$ cat config.mk
export PLATFORM = sky130hd
export DESIGN_NAME = vpts_front
export DESIGN_NICKNAME = d
export VERILOG_FILES = /design/src/hdl/vpts_pkg.sv /design/src/hdl/vpts_front.sv
export SDC_FILE = /design/constraint.sdc
export NUM_CORES = 1
export LEC_CHECK = 0
export BUFFER_PORTS_ARGS = -buffer_cell sky130_fd_sc_hd__buf_4
export CAP_MARGIN = 15
export CORE_AREA = 3 3 145 287
export DETAILED_ROUTE_END_ITERATION = 16
export DIE_AREA = 0 0 148 290
export GPL_ROUTABILITY_DRIVEN = 0
export MAX_ROUTING_LAYER = met4
export PLACE_DENSITY_LB_ADDON = 0.08
export SYNTH_ARGS = -nofsm -noshare
export SYNTH_HDL_FRONTEND = slang
export SYNTH_SLANG_ARGS = --single-unit
export TNS_END_PERCENT = 5
$ cat constraint.sdc
create_clock -name clk -period 8.91 [get_ports clk]
set_input_delay 2.2275 -clock clk [delete_from_list [all_inputs] [get_ports clk]]
set_output_delay 2.2275 -clock clk [all_outputs]
set_load 0.02 [all_outputs]
$ cat src/hdl/vpts_pkg.sv
// Shared types and constants for the vertex projection block.
`timescale 1ns / 1ps
`default_nettype none
package vpts_pkg;
  localparam int FRACTION_BITS_DEF = 16;
  localparam int VALUE_WIDTH_DEF = 32;
  localparam int SIZE_W = 13;
  localparam int IDX_W = 4;
  localparam logic [SIZE_W-1:0] WIDTH_RESET = 13'd640;
  localparam logic [SIZE_W-1:0] HEIGHT_RESET = 13'd480;

  typedef enum logic {OP_LOAD = 1'b0, OP_VERTEX = 1'b1} op_t;
  typedef enum logic [0:0] {REG_WIDTH = 1'b0, REG_HEIGHT = 1'b1} reg_idx_t;

  typedef enum logic [2:0] {
    BK_IDLE, BK_MAC, BK_DIV, BK_SCALE, BK_SCREEN, BK_OUT
  } back_state_t;
endpackage
`default_nettype wire

$ cat src/hdl/vpts_front.sv
// Front end: accepts items, stores matrix loads, queues vertices for the back end.
`timescale 1ns / 1ps
`default_nettype none
module vpts_front #(
  parameter int VALUE_WIDTH = vpts_pkg::VALUE_WIDTH_DEF
) (
  input  wire logic clk,
  input  wire logic rst_n,
  input  wire logic in_push,
  output logic in_full,
  input  wire logic in_operation,
  input  wire logic [vpts_pkg::IDX_W-1:0] in_element_index,
  input  wire logic signed [VALUE_WIDTH-1:0] in_element_value,
  input  wire logic signed [VALUE_WIDTH-1:0] in_vertex_x,
  input  wire logic signed [VALUE_WIDTH-1:0] in_vertex_y,
  input  wire logic signed [VALUE_WIDTH-1:0] in_vertex_z,
  input  wire logic back_busy,
  input  wire logic q_take,
  output logic q_valid,
  output logic signed [VALUE_WIDTH-1:0] q_x,
  output logic signed [VALUE_WIDTH-1:0] q_y,
  output logic signed [VALUE_WIDTH-1:0] q_z,
  input  wire logic [vpts_pkg::IDX_W-1:0] m_addr,
  output logic signed [VALUE_WIDTH-1:0] m_data
);
  logic signed [VALUE_WIDTH-1:0] mem [16];
  logic accept;
  // One-entry vertex queue; loads stall while any vertex is in flight so
  // a later load never alters the matrix under an earlier vertex.
  assign in_full = q_valid || (back_busy && (in_operation == vpts_pkg::OP_LOAD));
  assign accept = in_push && !in_full;

  always_ff @(posedge clk) begin
    if (accept && in_operation == vpts_pkg::OP_LOAD) begin
      mem[in_element_index] <= in_element_value;
    end
    m_data <= mem[m_addr];
  end

  always_ff @(posedge clk) begin
    if (!rst_n) begin
      q_valid <= 1'b0;
    end else if (accept && in_operation == vpts_pkg::OP_VERTEX) begin
      q_valid <= 1'b1;
    end else if (q_take) begin
      q_valid <= 1'b0;
    end
  end

  always_ff @(posedge clk) begin
    if (accept && in_operation == vpts_pkg::OP_VERTEX) begin
      q_x <= in_vertex_x;
      q_y <= in_vertex_y;
      q_z <= in_vertex_z;
    end
  end
endmodule
`default_nettype wire

==> results of run 1 <==
through the flow:
stage,util [%],std cells
final,68.9,1818
after global routing,68.9,1818
after CTS,68.9,1816
after detailed placement,64.5,1721
after global placement,64.5,1721
after floorplan,-,945
flip-flops by register name (all words and copies together) (netlist names):
name and cells:
m_data 32, mem 512, q_valid 1, q_x 32, q_y 32, q_z 32
power by group through the flow:
stage	Sequential (mW)	Combinational, mW	Clock (mW)
2_1_floorplan	3.47	0.122	0
4_1_cts	3.36	0.338	2.35
3_5_place_dp	3.42	0.337	0
6_report	3.36	0.332	2.31
5_1_grt	3.36	0.357	2.46
3_3_place_gp	3.42	0.333	0
cells in the final DEF, fill, tap and decap left out:
| cell type | netlist | layout |
|---|---|---|
| nor2_4 | 0 | 14 |
| clkinv_2 | 0 | 8 |
| a22oi_1 | 64 | 64 |
| nor3_2 | 0 | 4 |
| clkinv_1 | 0 | 7 |
| nor2b_4 | 0 | 2 |
| a21o_1 | 1 | 1 |
| nor2_1 | 15 | 1 |
| clkbuf_8 | 0 | 12 |
| diode_2 | 0 | 2 |
| nand2b_1 | 2 | 2 |
| mux4_2 | 128 | 128 |
| edfxtp_1 | 608 | 608 |
| inv_1 | 1 | 1 |
| clkbuf_1 | 17 | 10 |
| clkbuf_16 | 0 | 53 |
| nor4b_1 | 1 | 1 |
| buf_4 | 9 | 293 |
| and2_2 | 0 | 1 |
| nand2_1 | 38 | 38 |
| inv_6 | 0 | 1 |
| nor4bb_1 | 1 | 1 |
| dfxtp_1 | 33 | 33 |
| nor2b_1 | 4 | 2 |
| o21a_1 | 1 | 1 |
| bufinv_16 | 0 | 5 |
how the worst min path moves through the flow:
stage                     start          to  slack [ns]  cells past startpoint
floorplan            mem[14][0]   m_data[0]        0.63                      3
global placement    mem[15][23]  m_data[23]        0.65                      3
detailed placement  mem[14][28]  m_data[28]        0.65                      3
CTS                 mem[14][28]  m_data[28]        0.67                      3
global route        mem[12][26]  m_data[26]        0.69                      3
finish              mem[14][23]  m_data[23]        0.67                      3
worst max-delay path: cells and delay by family:
kind	cells	cell delay [ns]
compound gates	1	0.16
buf+inv	3	0.29
area by class of cell:
class	instances	area (sq um)
fill	2612	12400
clock inverter	21	225
clock buffer	74	1520
sequential	641	18900
antenna	2	5.00
timing repair buffer	294	2210
multi-input combinational	260	3800
tap	525	657
inverter	1	3.75
per-layer routing:
layer	share of wire [%]	up-vias	GRT usage [%]
met4	2.1	0	6.29
met5	0	-	-
li1	-	4607	-
met1	39	5677	30.2
met3	6.3	77	3.98
met2	53	430	38.7
cell families after synthesis:
group | count (synthesis)
simple gates | 66
flops | 641
mux | 128
compound gates | 66
buf+inv | 44
synthesized netlist by cell type, drive strengths merged:
cell and count:
edfxtp 608, mux4 128, a22oi 64, nand2 38, dfxtp 33, buf 26
clkbuf 17, nor2 15, nor2b 4, nor3 4, nand2b 2, a21o 1
and2 1, inv 1, nor4b 1, nor4bb 1, o21a 1
==> qor.txt, run 1 <==
Pre-CTS setup slack - 4.00 ns
Largest stage delay on the critical path - 0.16 ns
R2R Setup Slk - 6.60 ns
Routed WL per cell - 26.3 um
Vias in the first global route - 11700
Final setup margin - 4.00 ns
Pint - 4.82 mW
Fraction of layout instances using a drive strength above 1 - 40.4%
Yosys cell types - 19
Compound-Gate Fraction of Synth Area - 2.17%
Worst Path Required - 6.68 ns
Post-DP HPWL - 25800 um
Post-DP Area - 25600 sq um
Cells after Synth - 945
Num CTS Buffers - 51
Worst path slowest cell - a21o_1
Post-Synth Adder-Cell Area - 0%
PD cells - 220 nW/um^2
Max Clock Skew - 0.0158 ns
Tot Pwr - 6.00 mW
Upper clock frequency limit - 0.204 GHz
Post-synth top area share - 80.1%
Worst-Margin Slew - 1.02 ns
Post-Synth Simple-Gate Area - 1.24%
# hold bufs at CTS - 0
Area growth, synth to finish - 20.0%
CP Max Fanout - 4
DR pass1 iterations - 5
Sw Pwr - 1.19 mW
Status - finished, final reports clean
XOR/XNOR Fraction of Synth Area - 0%
Finished Cell Area - 27300 sq um
CP Cell Sequence - buf_4 -> inv_1 -> a21o_1 -> buf_4
CP dominant cell by count - buf_4
Hold_ws - 0.668 ns
Worst Setup SP - in_operation
Starting DRT DRC Count - 760
Mux share of post-synthesis cell area - 12.7%
GRT Residual Overflow - 0
Critical path arrival - 2.68 ns
Combinational share of power - 5.5%
Total Routing Usage GR - 23.3%
Final count of pins violating max slew - 0
Rel. slew slack - 32.0%
Boundary pin count - 272
DR vias - 10800
Final WL - 47900 um
First-pass GRT wire length - 71300 um
Worst vdd ir - 0.187 mV
Worst setup path end - in_full
Mean Syn Cell Area - 24.1 sq um
PortBufs - 271
Crit Path Category - in2out
CTS tree - built
RSZ-0062 raised after global routing - false
Setup TNS - 0 ns
Area leader, netlist - edfxtp_1
Final Hold Vio Count - 0
Flops & latches, synth - 641
LEAKAGE - 9.23 nW
Hold Path Class - reg2reg
Die height - 290 um
Residual DRC count - 0
Sw Ratio - 19.8%
CTS root buffer - clkbuf_16
Max Cap Violations - 0
Pin count of the biggest net entering global routing - 67
Sequential power share - 55.9%
Core area - 39700 sq um
Crit share post-route - 55.1%
Largest cells by area after synthesis - edfxtp_1 (80%), mux4_2 (13%), dfxtp_1 (2.9%)
Register area share after synthesis - 83.0%
Starting Density - 57.4%
Die extent in x - 148 um
Setup violators final - 0
Post-Syn Nets - 1087
Worst Setup End Kind - output pin
R2r worst-path depth - 2
Insertion delay to the later sink of the worst-skew pair - 0.57 ns
Initial antenna violation count - 2
Post-Syn Area - 22800 sq um
Largest family of logic cells by synthesized area - multiplexers
Fin crit period - 4.91 ns
Clk buf depth - 3
Setup Fix Bufs, Post-CTS - 0
R2R Path Start - q_valid
Clock Pin Slew Worst Setup and Hold Paths - 0.07 ns
Core Rows - 103
Clock power share - 38.5%
Worst setup SP type - primary input
Final net count - 1391
# H-tree levels - 2
DR vias/cell - 5.94
Worst r2r dst - q_z[10]
Number of routed nets with antenna violations - 0
CTS sink cnt - 641
Die area - 42900 sq um
Synth Warn # - 0
CTS resizes - 0
Power figures use the tool's default switching activity.
==> run 2, diff against run 1 <==
Clock period 8.91 ns to 4.7 ns, I/O delays scaled along.
==> run 2 against run 1 <==
Clock-buffer cell count stayed put. Power is 87% higher. Largest power group unchanged. Critical endpoint is now mem[9][26]. Sequential share of layout area is 0.085 points lower. Critical path depth is 1 higher. Flip-flop and latch count stayed put.
==> qor.txt, run 2 (synthesized netlist as in run 1, its figures left out) <==
CTS sink cnt - 641
Post-Layout Cell Count - 1827
Setup Fix Bufs, Post-CTS - 0
R2r worst-path depth - 4
Most frequent cells in the layout - edfxtp_1 (608), buf_4 (298), mux4_2 (128)
PD cells - 409 nW/um^2
Worst Path Required - 4.97 ns
Worst Setup SP - back_busy
Worst Setup End Kind - flip-flop
Combinational share of power - 5.9%
Num CTS Buffers - 51
PortBufs - 271
CTS root buffer - clkbuf_16
Core Rows - 103
Worst Hold Launch - mem[7][1]
R2R Setup Slk - 2.40 ns
Rel. slew slack - 21.7%
Worst-Margin Slew - 1.17 ns
Hold depth - 3
Max Clock Skew - 0.00755 ns
Residual DRC count - 0
Hold_ws - 0.671 ns
Register bank with the most flops - mem
Boundary pin count - 272
Final net count - 1402
Max Cap Violations - 0
Routed WL per cell - 26.7 um
Worst setup SP type - primary input
Die area - 42900 sq um
Fin crit period - 3.15 ns
Core area - 39700 sq um
Pint - 8.94 mW
Total Routing Usage GR - 23.7%
# hold bufs at CTS - 0
Pin count of the biggest net entering global routing - 57
CTS tree - built
Initial antenna violation count - 1
Max reg flops - 512
Post-DP HPWL - 29900 um
CP Max Fanout - 25
LEAKAGE - 9.22 nW
Insertion delay to the later sink of the worst-skew pair - 0.56 ns
Final setup margin - 1.55 ns
R2R Path Start - q_valid
Final Hold Vio Count - 0
Setup TNS - 0 ns
Number of routed nets with antenna violations - 0
Die extent in x - 148 um
Hold Path Class - reg2reg
Most common cell after layout, fill and taps aside - edfxtp_1
Clock power share - 37.3%
Upper clock frequency limit - 0.317 GHz
Vias in the first global route - 11700
# H-tree levels - 2
Clk buf depth - 3
DR vias/cell - 5.87
Sw Pwr - 2.26 mW
CTS resizes - 0
Clock Pin Slew Worst Setup and Hold Paths - 0.07 ns
Die height - 290 um
Starting Density - 57.4%
Dpl cells - 1732
Crit Path Category - in2reg
Setup violators final - 0
Final count of pins violating max slew - 0
Pre-CTS setup slack - 0.834 ns
Sequential power share - 56.8%
Critical path arrival - 3.43 ns
Status - finished, final reports clean
Final WL - 48700 um
DR vias - 10700
RSZ-0062 raised after global routing - false
GRT Residual Overflow - 0
Crit share post-route - 67.1%
Tot Pwr - 11.2 mW
Worst vdd ir - 0.360 mV
Area growth, synth to finish - 20.1%
Starting DRT DRC Count - 832
Sw Ratio - 20.2%
DR pass1 iterations - 5
First-pass GRT wire length - 72900 um
Fraction of layout instances using a drive strength above 1 - 40.0%
## run 2: layout make-up
class | count | area, sq um
multi-input cells | 260 | 3800
diodes | 1 | 2.50
clock buffers | 74 | 1420
fillers | 2576 | 12300
clock inverters | 20 | 204
well taps | 525 | 657
repair buffers | 305 | 2370
flip-flops and latches | 641 | 18900
inverters | 1 | 3.75
## run 2: routing by layer
layer	part of all wire, %	GRT usage [%]
met4	2.6	6.29
met2	56	41.7
met3	5.4	3.52
met1	36	29.0
met5	0	-
## run 2: power by group through the flow
stage	combinational, mW	clock, mW	sequential, mW
after floorplan	0.232	0	6.57
after global placement	0.669	0	6.49
after detailed placement	0.676	0	6.49
after CTS	0.676	4.28	6.36
after global routing	0.707	4.49	6.37
final	0.661	4.18	6.36
## run 2: worst paths after layout
kind / endpoint
worst min register to register: m_data[1]
worst max-delay path: mem[9][26]
worst min-delay path: m_data[1]
worst max register to register: mem[9][26]
## run 2: metrics by stage
stage / util (%) / area [sq um]
after detailed placement: 64.9 / 25800
after global routing: 69.0 / 27400
final: 69.0 / 27400
after CTS: 69.0 / 27400
after floorplan: - / 22800
after global placement: 64.9 / 25800
## run 2: worst max-delay path, cell delays in order
cell and delay, ns:
buf_4 0.12, nor4bb_1 0.58, nand2_1 0.37, nor2_4 0.88, buf_4 0.30
==> run 3, diff against run 2 <==
Clock period 4.7 ns to 3 ns, I/O delays scaled along.
==> run 3 against run 2 <==
Register-to-register slack worse by 1.1 ns. Flip-flop and latch count unchanged. Clock power increased by 67%. Global-route usage increased by 0.16 points. Setup slack worse by 0.60 ns. Power grew 61%. Sequential share of layout area fell by 1.4 points. Die area did not move.
==> qor.txt, run 3 (synthesized netlist as in run 1, its figures left out) <==
Status - finished, final reports clean
Total Routing Usage GR - 23.9%
Hold Path Class - in2reg
CP Max Fanout - 6
Worst Path Required - 2.25 ns
R2R Setup Slk - 1.32 ns
LEAKAGE - 9.47 nW
Clock Pin Slew Worst Setup and Hold Paths - 0.06 ns
CTS tree - built
CTS resizes - 0
Final Hold Vio Count - 0
CTS sink cnt - 641
Crit path max-delay family - flip-flops
Worst path slowest cell - dfxtp_1
Final net count - 1418
Max Clock Skew - 0.0203 ns
Num CTS Buffers - 53
# H-tree levels - 2
DR vias - 10900
Routed WL per cell - 26.3 um
PortBufs - 271
Clk buf depth - 3
Fin crit period - 2.06 ns
Initial antenna violation count - 0
Most frequent cells in the layout - edfxtp_1 (608), buf_4 (289), mux4_2 (128)
DR vias/cell - 5.91
Die height - 290 um
Die extent in x - 148 um
Vias in the first global route - 12100
Post-layout util - 70.4%
Crit Path Category - reg2out
Worst vdd ir - 0.525 mV
Fraction of layout instances using a drive strength above 1 - 41.8%
PD cells - 645 nW/um^2
Boundary pin count - 272
Max reg flops - 512
Worst setup path end - in_full
R2R Path Start - q_valid
# hold bufs at CTS - 0
Worst setup SP type - flip-flop
Post-DP HPWL - 28900 um
Upper clock frequency limit - 0.486 GHz
R2r worst-path depth - 4
CTS root buffer - clkbuf_16
Crit share post-route - 68.6%
Die area - 42900 sq um
Rel. slew slack - 60.5%
Hold_ws - 0.335 ns
Core Rows - 103
Number of routed nets with antenna violations - 0
First-pass GRT wire length - 73700 um
Worst r2r dst - mem[1][30]
Residual DRC count - 0
# diodes - 0
Tot Pwr - 18.0 mW
RSZ-0062 raised after global routing - false
Most common cell after layout, fill and taps aside - edfxtp_1
Pin count of the biggest net entering global routing - 52
Worst Hold Launch - in_vertex_z[24]
Register bank with the most flops - mem
Clock power share - 38.9%
GRT Residual Overflow - 0
Final WL - 48500 um
Starting DRT DRC Count - 905
Setup violators final - 0
DR pass1 iterations - 5
Max Cap Violations - 0
Critical path arrival - 1.31 ns
Final count of pins violating max slew - 0
Worst-Margin Slew - 0.591 ns
Largest stage delay on the critical path - 0.49 ns
Sw Ratio - 20.0%
Insertion delay to the later sink of the worst-skew pair - 0.59 ns
Worst Setup SP - q_valid
Starting Density - 57.4%
Core area - 39700 sq um
Sw Pwr - 3.61 mW
Combinational share of power - 5.8%
Crit. path cell count - 2
Setup Fix Bufs, Post-CTS - 0
Worst Setup End Kind - output pin
Bufs and invs on worst path - 1
Pint - 14.4 mW
Area growth, synth to finish - 22.6%
Sequential power share - 55.3%
CP Cell Sequence - a21o_1 -> buf_4
-- run 3: cell types whose count changed in the layout (fill, tap and decap cells not counted), moves of 2 or more --
cell / previous run / this run
clkinv_1: 7 / 5
clkbuf_8: 2 / 6
clkbuf_16: 53 / 55
bufinv_16: 4 / 6
clkbuf_1: 20 / 11
buf_12: 6 / 29
clkinv_2: 5 / 13
buf_4: 298 / 289
-- run 3: cell type report --
type	count	area, sq um
clock inverters	29	304
clock buffers	71	1490
flip-flops and latches	641	18900
fillers	2521	11800
well taps	525	657
inverters	1	3.75
repair buffers	319	2760
multi-input cells	260	3810
-- run 3: worst min-delay path by stage --
| stage | endpoint | slack, ns | depth (start not counted) |
|---|---|---|---|
| 5_1_grt | q_x[1] | 0.32 | 1 |
| 4_1_cts | q_x[19] | 0.31 | 1 |
| 3_5_place_dp | m_data[26] | 0.65 | 3 |
| 6_report | q_z[24] | 0.34 | 1 |
| 2_1_floorplan | m_data[0] | 0.63 | 3 |
| 3_3_place_gp | m_data[22] | 0.64 | 3 |
-- run 3: power groups by stage --
stage	Clock, mW	Combinational, mW	Sequential (mW)
2_1_floorplan	0	0.364	10.3
3_3_place_gp	0	1.05	10.2
3_5_place_dp	0	1.06	10.2
4_1_cts	7.13	1.07	9.98
5_1_grt	7.45	1.12	9.98
6_report	7.00	1.05	9.97
-- run 3: routing by layer --
metal / vias to the layer above / wire (um) / global-route usage [%]
met3: 82 / 3310 / 4.11
met2: 468 / 26700 / 41.6
met5: - / 0 / -
met4: 0 / 1250 / 6.84
li1: 4656 / - / -
met1: 5702 / 17300 / 28.8
-- run 3: per-stage QoR --
step | std cells | setup slack, ns | setup TNS (ns) | cell area, sq um
6_report | 1846 | 0.942 | 0 | 27900
5_1_grt | 1846 | 0.858 | 0 | 27900
4_1_cts | 1846 | 0.892 | 0 | 27900
3_5_place_dp | 1746 | 0.496 | 0 | 26200
3_3_place_gp | 1746 | 0.475 | 0 | 26200
2_1_floorplan | 945 | -0.932 | -103.16 | 22800
